<file path="config.mk">
export PLATFORM = sky130hd
export DESIGN_NAME = q16_fixed_point_alu
export DESIGN_NICKNAME = d
export VERILOG_FILES = /design/src/hdl/q16_pkg.sv /design/src/hdl/q16_front.sv /design/src/hdl/q16_fifo.sv /design/src/hdl/q16_back.sv /design/src/hdl/q16_fixed_point_alu.sv
export SDC_FILE = /design/constraint.sdc
export NUM_CORES = 2
export LEC_CHECK = 0
export BUFFER_PORTS_ARGS = -buffer_cell sky130_fd_sc_hd__clkbuf_2
export CAP_MARGIN = 40
export CORE_MARGIN = 2
export CORE_UTILIZATION = 56
export CTS_CLUSTER_DIAMETER = 120
export DETAILED_ROUTE_END_ITERATION = 10
export HOLD_SLACK_MARGIN = 0.1
export PLACE_DENSITY_LB_ADDON = 0.2
export SKIP_CTS_REPAIR_TIMING = 1
export SYNTH_ARGS = -nofsm -noshare
export SYNTH_HDL_FRONTEND = slang
export SYNTH_SLANG_ARGS = --single-unit
</file>
<file path="constraint.sdc">
create_clock -name clk_i -period 10 [get_ports clk_i]
set_input_delay 1.5 -clock clk_i [delete_from_list [all_inputs] [get_ports clk_i]]
set_output_delay 1.5 -clock clk_i [all_outputs]
set_load 0.01 [all_outputs]
</file>
<file path="src/hdl/q16_pkg.sv">
// Shared types and constants of the Q16.16 arithmetic unit.
// Has no dependencies; every other file of the block but the macro header uses it.
`timescale 1ns / 1ps

package q16_pkg;

  localparam int unsigned WORD_W     = 32;
  localparam int unsigned FRAC_BITS  = 16;
  localparam int unsigned ROOT_STEPS = 10;
  localparam int unsigned NUM_W      = WORD_W + FRAC_BITS;
  localparam int unsigned CNT_W      = $clog2(NUM_W);
  localparam int unsigned STEP_W     = $clog2(ROOT_STEPS + 1);
  localparam int unsigned QDEPTH     = 4;
  localparam int unsigned QPTR_W     = $clog2(QDEPTH);

  // Command codes as they arrive on the input word.
  localparam logic [2:0] CMD_ADD  = 3'd0;
  localparam logic [2:0] CMD_SUB  = 3'd1;
  localparam logic [2:0] CMD_MUL  = 3'd2;
  localparam logic [2:0] CMD_DIV  = 3'd3;
  localparam logic [2:0] CMD_SQRT = 3'd4;
  localparam logic [2:0] CMD_DIST = 3'd5;

  // Internal job kinds after classification.
  typedef enum logic [2:0] {
    OP_NONE, OP_ADD, OP_SUB, OP_MUL, OP_DIV, OP_DIVZ, OP_SQRT, OP_DIST
  } op_e;

  typedef struct packed {
    logic [2:0]        cmd;
    logic [WORD_W-1:0] opa;
    logic [WORD_W-1:0] opb;
    logic [WORD_W-1:0] opc;
    logic [WORD_W-1:0] opd;
  } in_word_t;

  typedef struct packed {
    logic [WORD_W-1:0] value;
    logic              zero_divide;
  } out_word_t;

  typedef struct packed {
    op_e               op;
    logic [WORD_W-1:0] a;
    logic [WORD_W-1:0] b;
  } job_t;

endpackage

</file>
<file path="src/hdl/q16_front.sv">
// Front end: accepts input words, classifies the command and forms point deltas.
// Depends on q16_pkg.
`timescale 1ns / 1ps

module q16_front (
  input  logic              clk_i,
  input  logic              rst_ni,
  input  logic              push_i,
  output logic              full_o,
  input  q16_pkg::in_word_t in_i,
  output logic              job_valid_o,
  input  logic              job_ready_i,
  output q16_pkg::job_t     job_o
);

  logic          valid_q;
  q16_pkg::job_t job_q, job_d;
  logic          take;

  assign full_o = valid_q && !job_ready_i;
  assign take   = push_i && !full_o;

  always_comb begin
    job_d.a  = in_i.opa;
    job_d.b  = in_i.opb;
    job_d.op = q16_pkg::OP_NONE;
    unique case (in_i.cmd)
      q16_pkg::CMD_ADD:  job_d.op = q16_pkg::OP_ADD;
      q16_pkg::CMD_SUB:  job_d.op = q16_pkg::OP_SUB;
      q16_pkg::CMD_MUL:  job_d.op = q16_pkg::OP_MUL;
      q16_pkg::CMD_DIV: begin
        job_d.op = (in_i.opb == '0) ? q16_pkg::OP_DIVZ : q16_pkg::OP_DIV;
      end
      q16_pkg::CMD_SQRT: job_d.op = q16_pkg::OP_SQRT;
      q16_pkg::CMD_DIST: begin
        job_d.op = q16_pkg::OP_DIST;
        job_d.a  = in_i.opa - in_i.opc;
        job_d.b  = in_i.opb - in_i.opd;
      end
      default:           job_d.op = q16_pkg::OP_NONE;
    endcase
  end

  always_ff @(posedge clk_i or negedge rst_ni) begin
    if (!rst_ni) begin
      valid_q <= 1'b0;
    end else if (take) begin
      valid_q <= 1'b1;
    end else if (job_ready_i) begin
      valid_q <= 1'b0;
    end
  end

  always_ff @(posedge clk_i) begin
    if (take) begin
      job_q <= job_d;
    end
  end

  assign job_valid_o = valid_q;
  assign job_o       = job_q;

endmodule

</file>
<file path="src/hdl/q16_fifo.sv">
// Short job queue between the front end and the execution back end.
// Depends on q16_pkg.
`timescale 1ns / 1ps

module q16_fifo (
  input  logic          clk_i,
  input  logic          rst_ni,
  input  logic          wr_i,
  output logic          wr_ready_o,
  input  q16_pkg::job_t wr_data_i,
  output logic          rd_valid_o,
  input  logic          rd_i,
  output q16_pkg::job_t rd_data_o
);

  q16_pkg::job_t                 mem_q [q16_pkg::QDEPTH];
  logic [q16_pkg::QPTR_W-1:0]    wptr_q, rptr_q;
  logic [q16_pkg::QPTR_W:0]      cnt_q;
  logic                          do_wr, do_rd;

  assign wr_ready_o = cnt_q != (q16_pkg::QPTR_W+1)'(q16_pkg::QDEPTH);
  assign rd_valid_o = cnt_q != '0;
  assign do_wr      = wr_i && wr_ready_o;
  assign do_rd      = rd_i && rd_valid_o;
  assign rd_data_o  = mem_q[rptr_q];

  always_ff @(posedge clk_i or negedge rst_ni) begin
    if (!rst_ni) begin
      wptr_q <= '0;
      rptr_q <= '0;
      cnt_q  <= '0;
    end else begin
      if (do_wr) wptr_q <= wptr_q + 1'b1;
      if (do_rd) rptr_q <= rptr_q + 1'b1;
      if (do_wr && !do_rd) begin
        cnt_q <= cnt_q + 1'b1;
      end else if (do_rd && !do_wr) begin
        cnt_q <= cnt_q - 1'b1;
      end
    end
  end

  always_ff @(posedge clk_i) begin
    if (do_wr) begin
      mem_q[wptr_q] <= wr_data_i;
    end
  end

endmodule

</file>
<file path="src/hdl/q16_back.sv">
// Execution back end: multiplier, bit-serial divider and Newton root sequencer.
// Depends on q16_pkg.
`timescale 1ns / 1ps

module q16_back (
  input  logic               clk_i,
  input  logic               rst_ni,
  input  logic               job_valid_i,
  output logic               job_pop_o,
  input  q16_pkg::job_t      job_i,
  output logic               empty_o,
  input  logic               pop_i,
  output q16_pkg::out_word_t out_o
);

  typedef enum logic [7:0] {
    S_IDLE   = 8'b0000_0001,
    S_MUL    = 8'b0000_0010,
    S_DY     = 8'b0000_0100,
    S_DSUM   = 8'b0000_1000,
    S_RSTART = 8'b0001_0000,
    S_RSTEP  = 8'b0010_0000,
    S_DIV    = 8'b0100_0000,
    S_OUT    = 8'b1000_0000
  } state_e;

  localparam int unsigned W = q16_pkg::WORD_W;

  state_e                       st_q, st_d;
  logic signed [2*W-1:0]        prod, prod_q;
  logic [W-1:0]                 mul_a, mul_b;
  logic [W-1:0]                 dy_q, sum_q, arg_q, x_q, dvsr_q;
  logic [q16_pkg::NUM_W-1:0]    num_q, quo_q, quo_nx;
  logic [W:0]                   rem_q, rem_sh, rem_nx;
  logic [q16_pkg::CNT_W-1:0]    cnt_q;
  logic [q16_pkg::STEP_W-1:0]   step_q;
  logic                         root_q, ge, last;
  logic [W-1:0]                 xsum;
  q16_pkg::out_word_t           res_q, out_q;
  logic                         out_v_q, load_out;

  assign mul_a = (st_q == S_IDLE) ? job_i.a : dy_q;
  assign mul_b = (st_q == S_IDLE) ?
                 ((job_i.op == q16_pkg::OP_DIST) ? job_i.a : job_i.b) : dy_q;
  assign prod  = $signed(mul_a) * $signed(mul_b);

  // One restoring division step per cycle.
  assign rem_sh = {rem_q[W-1:0], num_q[q16_pkg::NUM_W-1]};
  assign ge     = rem_sh >= {1'b0, dvsr_q};
  assign rem_nx = ge ? rem_sh - {1'b0, dvsr_q} : rem_sh;
  assign quo_nx = {quo_q[q16_pkg::NUM_W-2:0], ge};
  assign last   = cnt_q == q16_pkg::CNT_W'(q16_pkg::NUM_W - 1);
  assign xsum   = x_q + quo_nx[W-1:0];

  assign job_pop_o = (st_q == S_IDLE) && job_valid_i;
  assign load_out  = (st_q == S_OUT) && (!out_v_q || pop_i);

  always_comb begin
    st_d = st_q;
    unique case (st_q)
      S_IDLE: begin
        if (job_valid_i) begin
          unique case (job_i.op)
            q16_pkg::OP_MUL:  st_d = S_MUL;
            q16_pkg::OP_DIV:  st_d = S_DIV;
            q16_pkg::OP_SQRT: st_d = S_RSTART;
            q16_pkg::OP_DIST: st_d = S_DY;
            default:          st_d = S_OUT;
          endcase
        end
      end
      S_MUL:    st_d = S_OUT;
      S_DY:     st_d = S_DSUM;
      S_DSUM:   st_d = S_RSTART;
      S_RSTART: st_d = (arg_q < W'(2)) ? S_OUT : S_RSTEP;
      S_RSTEP: begin
        if (step_q == q16_pkg::STEP_W'(q16_pkg::ROOT_STEPS)) begin
          st_d = S_OUT;
        end else if (x_q != '0) begin
          st_d = S_DIV;
        end
      end
      S_DIV:    if (last) st_d = root_q ? S_RSTEP : S_OUT;
      S_OUT:    if (load_out) st_d = S_IDLE;
      default:  st_d = S_IDLE;
    endcase
  end

  always_ff @(posedge clk_i or negedge rst_ni) begin
    if (!rst_ni) begin
      st_q    <= S_IDLE;
      out_v_q <= 1'b0;
    end else begin
      st_q <= st_d;
      if (load_out) begin
        out_v_q <= 1'b1;
      end else if (pop_i) begin
        out_v_q <= 1'b0;
      end
    end
  end

  always_ff @(posedge clk_i) begin
    prod_q <= prod;
    if (load_out) out_q <= res_q;
    unique case (st_q)
      S_IDLE: begin
        res_q.zero_divide <= (job_i.op == q16_pkg::OP_DIVZ);
        root_q            <= 1'b0;
        dy_q              <= job_i.b;
        arg_q             <= job_i.a;
        num_q             <= {job_i.a, q16_pkg::FRAC_BITS'(0)};
        dvsr_q            <= job_i.b;
        rem_q             <= '0;
        cnt_q             <= '0;
        case (job_i.op)
          q16_pkg::OP_ADD:  res_q.value <= job_i.a + job_i.b;
          q16_pkg::OP_SUB:  res_q.value <= job_i.a - job_i.b;
          q16_pkg::OP_DIVZ: res_q.value <= '1;
          default:          res_q.value <= '0;
        endcase
      end
      S_MUL:  res_q.value <= prod_q[q16_pkg::FRAC_BITS +: W];
      S_DY:   sum_q <= prod_q[q16_pkg::FRAC_BITS +: W];
      S_DSUM: arg_q <= sum_q + prod_q[q16_pkg::FRAC_BITS +: W];
      S_RSTART: begin
        res_q.value <= '0;
        x_q         <= arg_q >> 1;
        step_q      <= '0;
      end
      S_RSTEP: begin
        res_q.value <= x_q;
        root_q      <= 1'b1;
        num_q       <= {arg_q, q16_pkg::FRAC_BITS'(0)};
        dvsr_q      <= x_q;
        rem_q       <= '0;
        cnt_q       <= '0;
        // A zero estimate takes an all-ones quotient without dividing.
        if (x_q == '0 && step_q != q16_pkg::STEP_W'(q16_pkg::ROOT_STEPS)) begin
          x_q    <= {1'b0, {(W-1){1'b1}}};
          step_q <= step_q + 1'b1;
        end
      end
      S_DIV: begin
        rem_q <= rem_nx;
        quo_q <= quo_nx;
        num_q <= {num_q[q16_pkg::NUM_W-2:0], 1'b0};
        cnt_q <= cnt_q + 1'b1;
        if (last) begin
          res_q.value <= quo_nx[W-1:0];
          if (root_q) begin
            x_q    <= xsum >> 1;
            step_q <= step_q + 1'b1;
          end
        end
      end
      default: ;
    endcase
  end

  assign empty_o = !out_v_q;
  assign out_o   = out_q;

endmodule

</file>
<file path="src/hdl/q16_fixed_point_alu.sv">
// Top level of the Q16.16 arithmetic unit.
// Depends on q16_pkg, q16_front, q16_fifo and q16_back.
`timescale 1ns / 1ps

// Q16.16 arithmetic unit with queue-style ports. Words are pushed with push_i
// whenever full_o is low; the front end classifies each word (and forms the
// point deltas for a distance) and parks it in a four-entry job queue, so up
// to five words can wait ahead of the execution back end. The back end runs
// one word at a time, through at least its idle and output states, and takes
// the next only when done with the last. Add, subtract and unused commands
// form their result on leaving the queue, multiply goes through the product
// register, a divide takes one quotient bit per cycle over 48 bits in the
// shared divider, a square root of two or more ten Newton steps, each one
// divider pass unless the estimate is zero, and a distance first squares and
// sums its deltas. The divider sets the rate for those commands. Results wait
// in an output word register that the user drains with pop_i while empty_o is
// low; zero_divide is set only for a divide by zero, which returns all ones.
module q16_fixed_point_alu (
  input  logic               clk_i,
  input  logic               rst_ni,
  input  logic               push_i,
  output logic               full_o,
  input  q16_pkg::in_word_t  in_i,
  output logic               empty_o,
  input  logic               pop_i,
  output q16_pkg::out_word_t out_o
);

  logic          fr_valid, fr_ready;
  q16_pkg::job_t fr_job;
  logic          q_valid, q_pop;
  q16_pkg::job_t q_job;

  // Front end: one word per cycle into a holding register while full_o is low.
  q16_front u_front (
    .clk_i       (clk_i),
    .rst_ni      (rst_ni),
    .push_i      (push_i),
    .full_o      (full_o),
    .in_i        (in_i),
    .job_valid_o (fr_valid),
    .job_ready_i (fr_ready),
    .job_o       (fr_job)
  );

  // Decouples the front end from the long divide and root sequences.
  q16_fifo u_fifo (
    .clk_i      (clk_i),
    .rst_ni     (rst_ni),
    .wr_i       (fr_valid),
    .wr_ready_o (fr_ready),
    .wr_data_i  (fr_job),
    .rd_valid_o (q_valid),
    .rd_i       (q_pop),
    .rd_data_o  (q_job)
  );

  // Back end: executes jobs and owns the output word register.
  q16_back u_back (
    .clk_i       (clk_i),
    .rst_ni      (rst_ni),
    .job_valid_i (q_valid),
    .job_pop_o   (q_pop),
    .job_i       (q_job),
    .empty_o     (empty_o),
    .pop_i       (pop_i),
    .out_o       (out_o)
  );

endmodule

</file>
After elaboration in Yosys (flattened, before gate mapping)
Memories as Yosys holds them, arrays and structs flattened.
Cells that the tools add are included.
{"block": "classes", "order_cmp": 2, "n_div": 0, "reduce_logical": 33, "muxes": 41, "n_mul": 1, "shifts": 0, "addsub": 13, "n_eq_ne": 30, "n_bitwise": 0}
{"cell": "32-bit two-way mux", "count": 8}
{"cell": "32-bit case mux with 2 select lines", "count": 3}
{"cell": "32-bit case mux with 3 select lines", "count": 2}
{"cell": "32-bit case mux with 5 select lines", "count": 1}
{"cell": "48-bit case mux with 3 select lines", "count": 1}
{"cell": "32-bit subtractor", "count": 4}
{"cell": "32-bit adder", "count": 3}
{"cell": "32-bit logical NOT", "count": 2}
{"cell": "64-bit two-way mux", "count": 1}
{"cell": "8-bit case mux with 8 select lines", "count": 1}
{"cell": "8-bit two-way mux", "count": 7}
{"cell": "32-bit by 32-bit multiplier with 48-bit output", "count": 1}
{"cell": "33-bit by 32-bit greater-or-equal comparator with 1-bit output", "count": 1}
{"cell": "32-bit by 2-bit < comparator with 1-bit output, second input constant", "count": 1}
{"cell": "8-bit case mux with 4 select lines", "count": 1}
{"cell": "32-bit nonzero test", "count": 1}
{"cell": "3-bit equality test, second input constant", "count": 6}
{"cell": "3-bit case mux with 6 select lines", "count": 1}
{"cell": "3-bit by 2-bit equality test with 1-bit output, second input constant", "count": 4}
{"cell": "4-bit two-way mux", "count": 3}
{"cell": "4-bit case mux with 3 select lines", "count": 1}
{"cell": "6-bit case mux with 2 select lines", "count": 1}
{"cell": "2-bit nonzero test", "count": 6}
{"cell": "2-bit by 1-bit != test with 1-bit output, second input constant", "count": 5}
{"cell": "31 further kinds", "count": 55}
{"block": "word_totals", "ramBits": 268, "in_bits": 135, "memories": 1, "register_bits": 480, "wordCells": 146, "latch_bits": 0, "rom_bits": 0}
{"memory": "u_fifo.mem_q", "depth": 4, "width": 67, "rd": 1, "rd_clocked_by_memory_dff": 0, "write_ports": 1, "line": "q16_fifo.sv:16", "source": "q16_pkg::job_t mem_q [q16_pkg::QDEPTH];"}

Depth between registers and ports, before layout
{"block": "depth", "depth_word": 6, "ltp_mapped": 41, "ltp_nobuf": 36}

Modules after synthesis
A second synthesis with hierarchy kept.
{"block": "unflattened", "hier_cells": 6488, "area_unflattened_um2": 66199.7}
{"mod": "q16_back", "instances": 1, "area_each_um2": 49565.0, "cells_each": 5318}
{"mod": "q16_fifo", "instances": 1, "area_each_um2": 10085.9, "cells_each": 386}
{"mod": "q16_front", "instances": 1, "area_each_um2": 6548.8, "cells_each": 784}

Worst setup path after synthesis
OpenSTA, ideal clock, no wires.
{"block": "synth_timing", "path_type": "register -> register", "startpoint": "register u_back.st_q[5]", "endpoint": "register u_back.prod_q[47]", "stages_incl_launch_ff": 40, "required_time_ns": 9.928, "setup_ns": 0.072, "path_slack_ns": -0.847, "arrival_ns": 10.775, "path_cell_list": "dfrtp_1 -> nor3_1 -> nand2_1 -> or3_1 -> clkbuf_1 -> inv_1 -> clkbuf_1 -> buf_1 -> buf_1 -> nand2_1 -> and2_1 -> clkbuf_1 -> clkbuf_1 -> nor2_1 -> fa_1 -> fa_1 -> fa_1 -> inv_1 -> [... 4 more ...] -> fa_1 -> inv_1 -> fa_1 -> fa_1 -> ha_1 -> nand4_1 -> nor2_1 -> a31oi_1 -> o21ai_0 -> o311a_1 -> a2111o_1 -> a22o_1 -> a21o_1 -> o311ai_2 -> a21oi_1 -> a2111o_1 -> a21oi_2 -> xnor2_1"}
{"block": "synth_via", "elab_chain_cells": 3, "elab_cells_between_ends": 4, "cone_classes": "1 x mul; 1 x eq/ne; 2 x mux"}
{"item": "start, declared", "line": "q16_back.sv:29", "source": "state_e st_q, st_d;"}
{"item": "start signal, assigned", "line": "q16_back.sv:94", "source": "st_q <= st_d;"}
{"item": "8-bit by 1-bit equality test with 1-bit output (*)", "line": "q16_back.sv:42, q16_back.sv:43"}
{"item": "32-bit two-way mux, on equally long branches", "line": "q16_back.sv:42, q16_back.sv:43"}
{"item": "32-bit by 32-bit multiplier with 48-bit output (*)", "line": "q16_back.sv:45", "source": "assign prod = $signed(mul_a) * $signed(mul_b);"}
{"item": "via u_back.prod[47]", "line": "q16_back.sv:30", "source": "logic signed [2*W-1:0] prod, prod_q;"}
{"item": "end signal, assigned", "line": "q16_back.sv:104", "source": "prod_q <= prod;"}
{"item": "end, declared", "line": "q16_back.sv:30"}
Mark *: on every way through the listed nets, which the timed path passes. The rest lies on a longest branch.
A chain may end at the register's enable or synchronous reset.

Final worst setup path
{"block": "layout_timing", "startpoint": "register u_fifo.rptr_q[0] (netlist name)", "endpoint": "register u_back.prod_q[42]"}
{"block": "layout_via", "elab_chain_cells": 5, "elab_cells_between_ends": 6, "cone_classes": "1 x mul; 1 x eq/ne; 3 x mux; 1 x memory"}
{"item": "start, declared", "line": "q16_fifo.sv:17", "source": "logic [q16_pkg::QPTR_W-1:0] wptr_q, rptr_q;"}
{"item": "start signal, assigned", "line": "q16_fifo.sv:34", "source": "if (do_rd) rptr_q <= rptr_q + 1'b1;"}
{"item": "memory read 4 x 67 bit (*)"}
{"item": "3-bit equality test", "line": "q16_back.sv:44", "source": "((job_i.op == q16_pkg::OP_DIST) ? job_i.a : job_i.b) : dy_q;"}
{"item": "32-bit two-way mux", "line": "q16_back.sv:44"}
{"item": "32-bit two-way mux", "line": "q16_back.sv:43", "source": "assign mul_b = (st_q == S_IDLE) ?"}
{"item": "32-bit by 32-bit multiplier with 48-bit output (*)", "line": "q16_back.sv:45"}
{"item": "via u_back.prod[42]", "line": "q16_back.sv:30"}
Marks and branches as above.

==> impl_metrics.env <==
export IMPL_outcome="completed"
export IMPL_yosys_area_top_type="edfxtp_1"
export IMPL_worst_setup_path_type="flip-flop to flip-flop"
export IMPL_vias=49281
export IMPL_hold_ws_ns=0.415
export IMPL_area_growth_pct=11.0
export IMPL_synthTopCellsByArea="edfxtp_1, fa_1, ha_1, inv_1, nand2_1"
export IMPL_clk_path_buf_depth=3
export IMPL_setup_tns_ns=0
export IMPL_wl_met1_um=95000
export IMPL_grt_pass1_wl_um=336000
export IMPL_synth_fp_nets=7678
export IMPL_die_y_um=345
export IMPL_yosysSeqAreaShare_pct=32.3
export IMPL_place_inst=8062
export IMPL_tightest_slew_ns=0.952
export IMPL_synthMuxAreaShare_pct=3.35
export IMPL_routed_wl_met2_um=97300
export IMPL_critPathSlowestCell="fa_1"
export IMPL_wl_per_cell_um=28.0
export IMPL_drc=0
export IMPL_wl_met3_um=27400
export IMPL_rsz0062_at_grt="no"
export IMPL_rows=125
export IMPL_relSlewSlack_pct=36.5
export IMPL_cp_common_cell="fa_1"
export IMPL_yosys_warnings=0
export IMPL_syn_area_sq_mm=0.0652
export IMPL_worstPathRequired_ns=10.54
export IMPL_cts_tree="built"
export IMPL_root_buffer="clkbuf_16"
export IMPL_antenna_found_initial=14
export IMPL_layoutNonFillerInstCount=8221
export IMPL_fin_crit_sh_pct=97.3
export IMPL_finalSetupViolations=0
export IMPL_crit_path_max_incr_delay_ns=0.61
export IMPL_grt_usage_pct=39.1
export IMPL_hold_path_class="flip-flop to flip-flop"
export IMPL_io_pins=170
export IMPL_ant_nets=0
export IMPL_cts_clk_slew_worst_paths_ns=0.06
export IMPL_grt_pass1_vias=49909
export IMPL_overflow=0
export IMPL_hpwl_um=184000
export IMPL_max_cap_viol_count=0
export IMPL_avgSynthCellArea_sq_um=10.3
export IMPL_nNetsFinal=7965
export IMPL_ys_seq_elements=715
export IMPL_clock_skew_ns=0.0290
export IMPL_drive_gt1_share_pct=10.7
export IMPL_synth_top_family_by_area="adder cells"
export IMPL_fp_dieW_um=345
export IMPL_drt_iter0_drc=5704
export IMPL_coreArea_sq_mm=0.116
export IMPL_first_pass_iters=6
export IMPL_via_per_inst=5.99
export IMPL_clock_fmax_mhz=103
export IMPL_synth_top_cell_area_share_pct=30.7
export IMPL_cts_htree_levels=3
export IMPL_ys_async_sr_fraction_pct=2.38
export IMPL_start_kind="flip-flop"
export IMPL_globalplace_congestion=1.04
export IMPL_critPathBufInv=7
export IMPL_hold_violations=0
export IMPL_clk_latency_ns=0.66
export IMPL_yosys_area_share_simple_pct=12.6
export IMPL_crit_family="adder cells"
export IMPL_fillerInstances=9651
export IMPL_start_util_pct=56.2
export IMPL_port_buffers=169
export IMPL_final_area_sq_mm=0.0723
export IMPL_placed_cell_area_sq_mm=0.0695
export IMPL_top_layer_used="met5"
export IMPL_synth_xor_area_share_pct=3.55
export IMPL_period_minus_slack_ns=9.73
export IMPL_synth_adder_area_share_pct=32.8
export IMPL_worstPathArrival_ns=10.28
export IMPL_cts_sinks=715
export IMPL_syn_inst=6340
export IMPL_synth_compound_area_share_pct=8.12
export IMPL_wl_um=230000
export IMPL_synth_ff_type="edfxtp_1"
export IMPL_grt_max_degree=99
export IMPL_ys_types=78
export IMPL_dieArea_sq_mm=0.119
export IMPL_critPathMaxFanout=27
export IMPL_numCtsBuffers=78
export IMPL_synth_edf_count=666
export IMPL_endpoint_kind="flip-flop"
export IMPL_slew_violations=0
==> flip-flops by register name, indices dropped and copies added, names as in the netlist, 2 cells and up <==
name	count
u_back.arg_q	32
u_back.cnt_q	6
u_back.dvsr_q	32
u_back.dy_q	32
u_back.num_q	32
u_back.out_o	33
u_back.prod_q	32
u_back.quo_q	31
u_back.rem_q	32
u_back.res_q	33
u_back.st_q	8
u_back.step_q	4
u_back.sum_q	32
u_back.x_q	31
u_fifo.cnt_q	3
u_fifo.mem_q	268
u_fifo.rptr_q	2
u_fifo.wptr_q	2
u_front.job_o	67
==> path summary, 6_finish.rpt <==
path	cells past startpoint	startpoint	endpoint	slack (ns)
max	32	u_fifo.rptr_q[0]	u_back.prod_q[42]	0.27
min	0	u_back.res_q[16]	u_back.out_o[16]	0.42
max reg2reg	32	u_fifo.rptr_q[0]	u_back.prod_q[42]	0.27
min reg2reg	0	u_back.res_q[16]	u_back.out_o[16]	0.42
max in group asynchronous	1	rst_ni	u_fifo.rptr_q[0]	8.85
min in group asynchronous	1	rst_ni	u_fifo.cnt_q[0]	0.78
==> kinds of logic after synthesis <==
| family | count (synthesis) |
|---|---|
| simple gates | 1948 |
| buf+inv | 1246 |
| fa+ha+maj | 1203 |
| compound gates | 830 |
| flops | 715 |
| xor+xnor | 264 |
| mux | 134 |
==> placed cells by master (no fill, tap or decap), types with 18 or more instances in the layout <==
cell       synthesis  routed
o211ai_1          28      28
a22oi_1           38      38
a31oi_1           31      30
nand2b_1          43      42
o21a_1            77      72
a211oi_1          33      33
edfxtp_1         666     666
and3_1            19      19
mux2i_1           63      58
buf_12             0      19
clkbuf_2           0     170
a21o_1            66      66
a41oi_1           21      21
or3_1             20      19
o21ai_1           17      18
nor2_1           646     644
clkbuf_16          0      80
nand2_1          940     935
and2_1            60      53
o31ai_1           20      20
mux4_2            67      67
o21ai_0          228     220
a21oi_1          170     170
xor2_1           104     104
nor2b_1           34      32
inv_1            987     984
nand3_1           26      24
nand4_1           20      20
ha_1             358     358
dfxtp_1           32      32
nor3_1            58      58
fa_1             845     845
xnor2_1          160     160
nor4_1            31      31
buf_4              4     259
==> per-stage QoR <==
| stage | setup WS, ns | util, % |
|---|---|---|
| 6_report | 0.266 | 62.4 |
| 3_5_place_dp | 0.0433 | 60.0 |
| 4_1_cts | 0.0126 | 62.2 |
| 2_1_floorplan | 0.0282 | - |
| 3_3_place_gp | 0.0325 | 59.8 |
| 5_1_grt | 0.0311 | 62.4 |
==> synthesized netlist by cell type (all sizes together), types with 38 or more instances <==
master / instances
edfxtp: 666
a22oi: 38
clkbuf: 223
a21o: 66
nor2: 646
nor3: 58
a21oi: 171
nand2: 940
nand2b: 43
mux4: 67
ha: 358
xor2: 104
mux2i: 63
o21ai: 245
inv: 987
and2: 62
fa: 845
xnor2: 160
o21a: 77
==> final cells by class <==
| cell class | count | area, sq um | share of cell area (%) |
|---|---|---|---|
| diodes | 5 | 12.5 | 0.0173 |
| clock buffers | 98 | 2070 | 2.86 |
| repair buffers | 465 | 3450 | 4.77 |
| well taps | 1524 | 1910 | 2.64 |
| inverters | 987 | 3710 | 5.13 |
| flip-flops and latches | 715 | 21100 | 29.1 |
| clock inverters | 47 | 534 | 0.739 |
| multi-input cells | 4380 | 39600 | 54.7 |
==> layer usage <==
layer,vias to the layer above,global-route usage [%]
met5,-,1.40
met1,24787,55.2
li1,21307,-
met4,10,14.4
met3,443,11.9
met2,2734,57.1
==> worst register-to-register path: cells and delay by family, from the launching register on <==
family          cells  cell delay, ns
compound gates     10            2.54
xor+xnor            1            0.14
fa+ha+maj           9            4.26
buf+inv             7            1.18
flops               1            0.54
mux                 1            0.44
simple gates        4            0.49
Power is not shown: default switching activity piles up to over one toggle a cycle in this logic, so the estimate is an artifact.
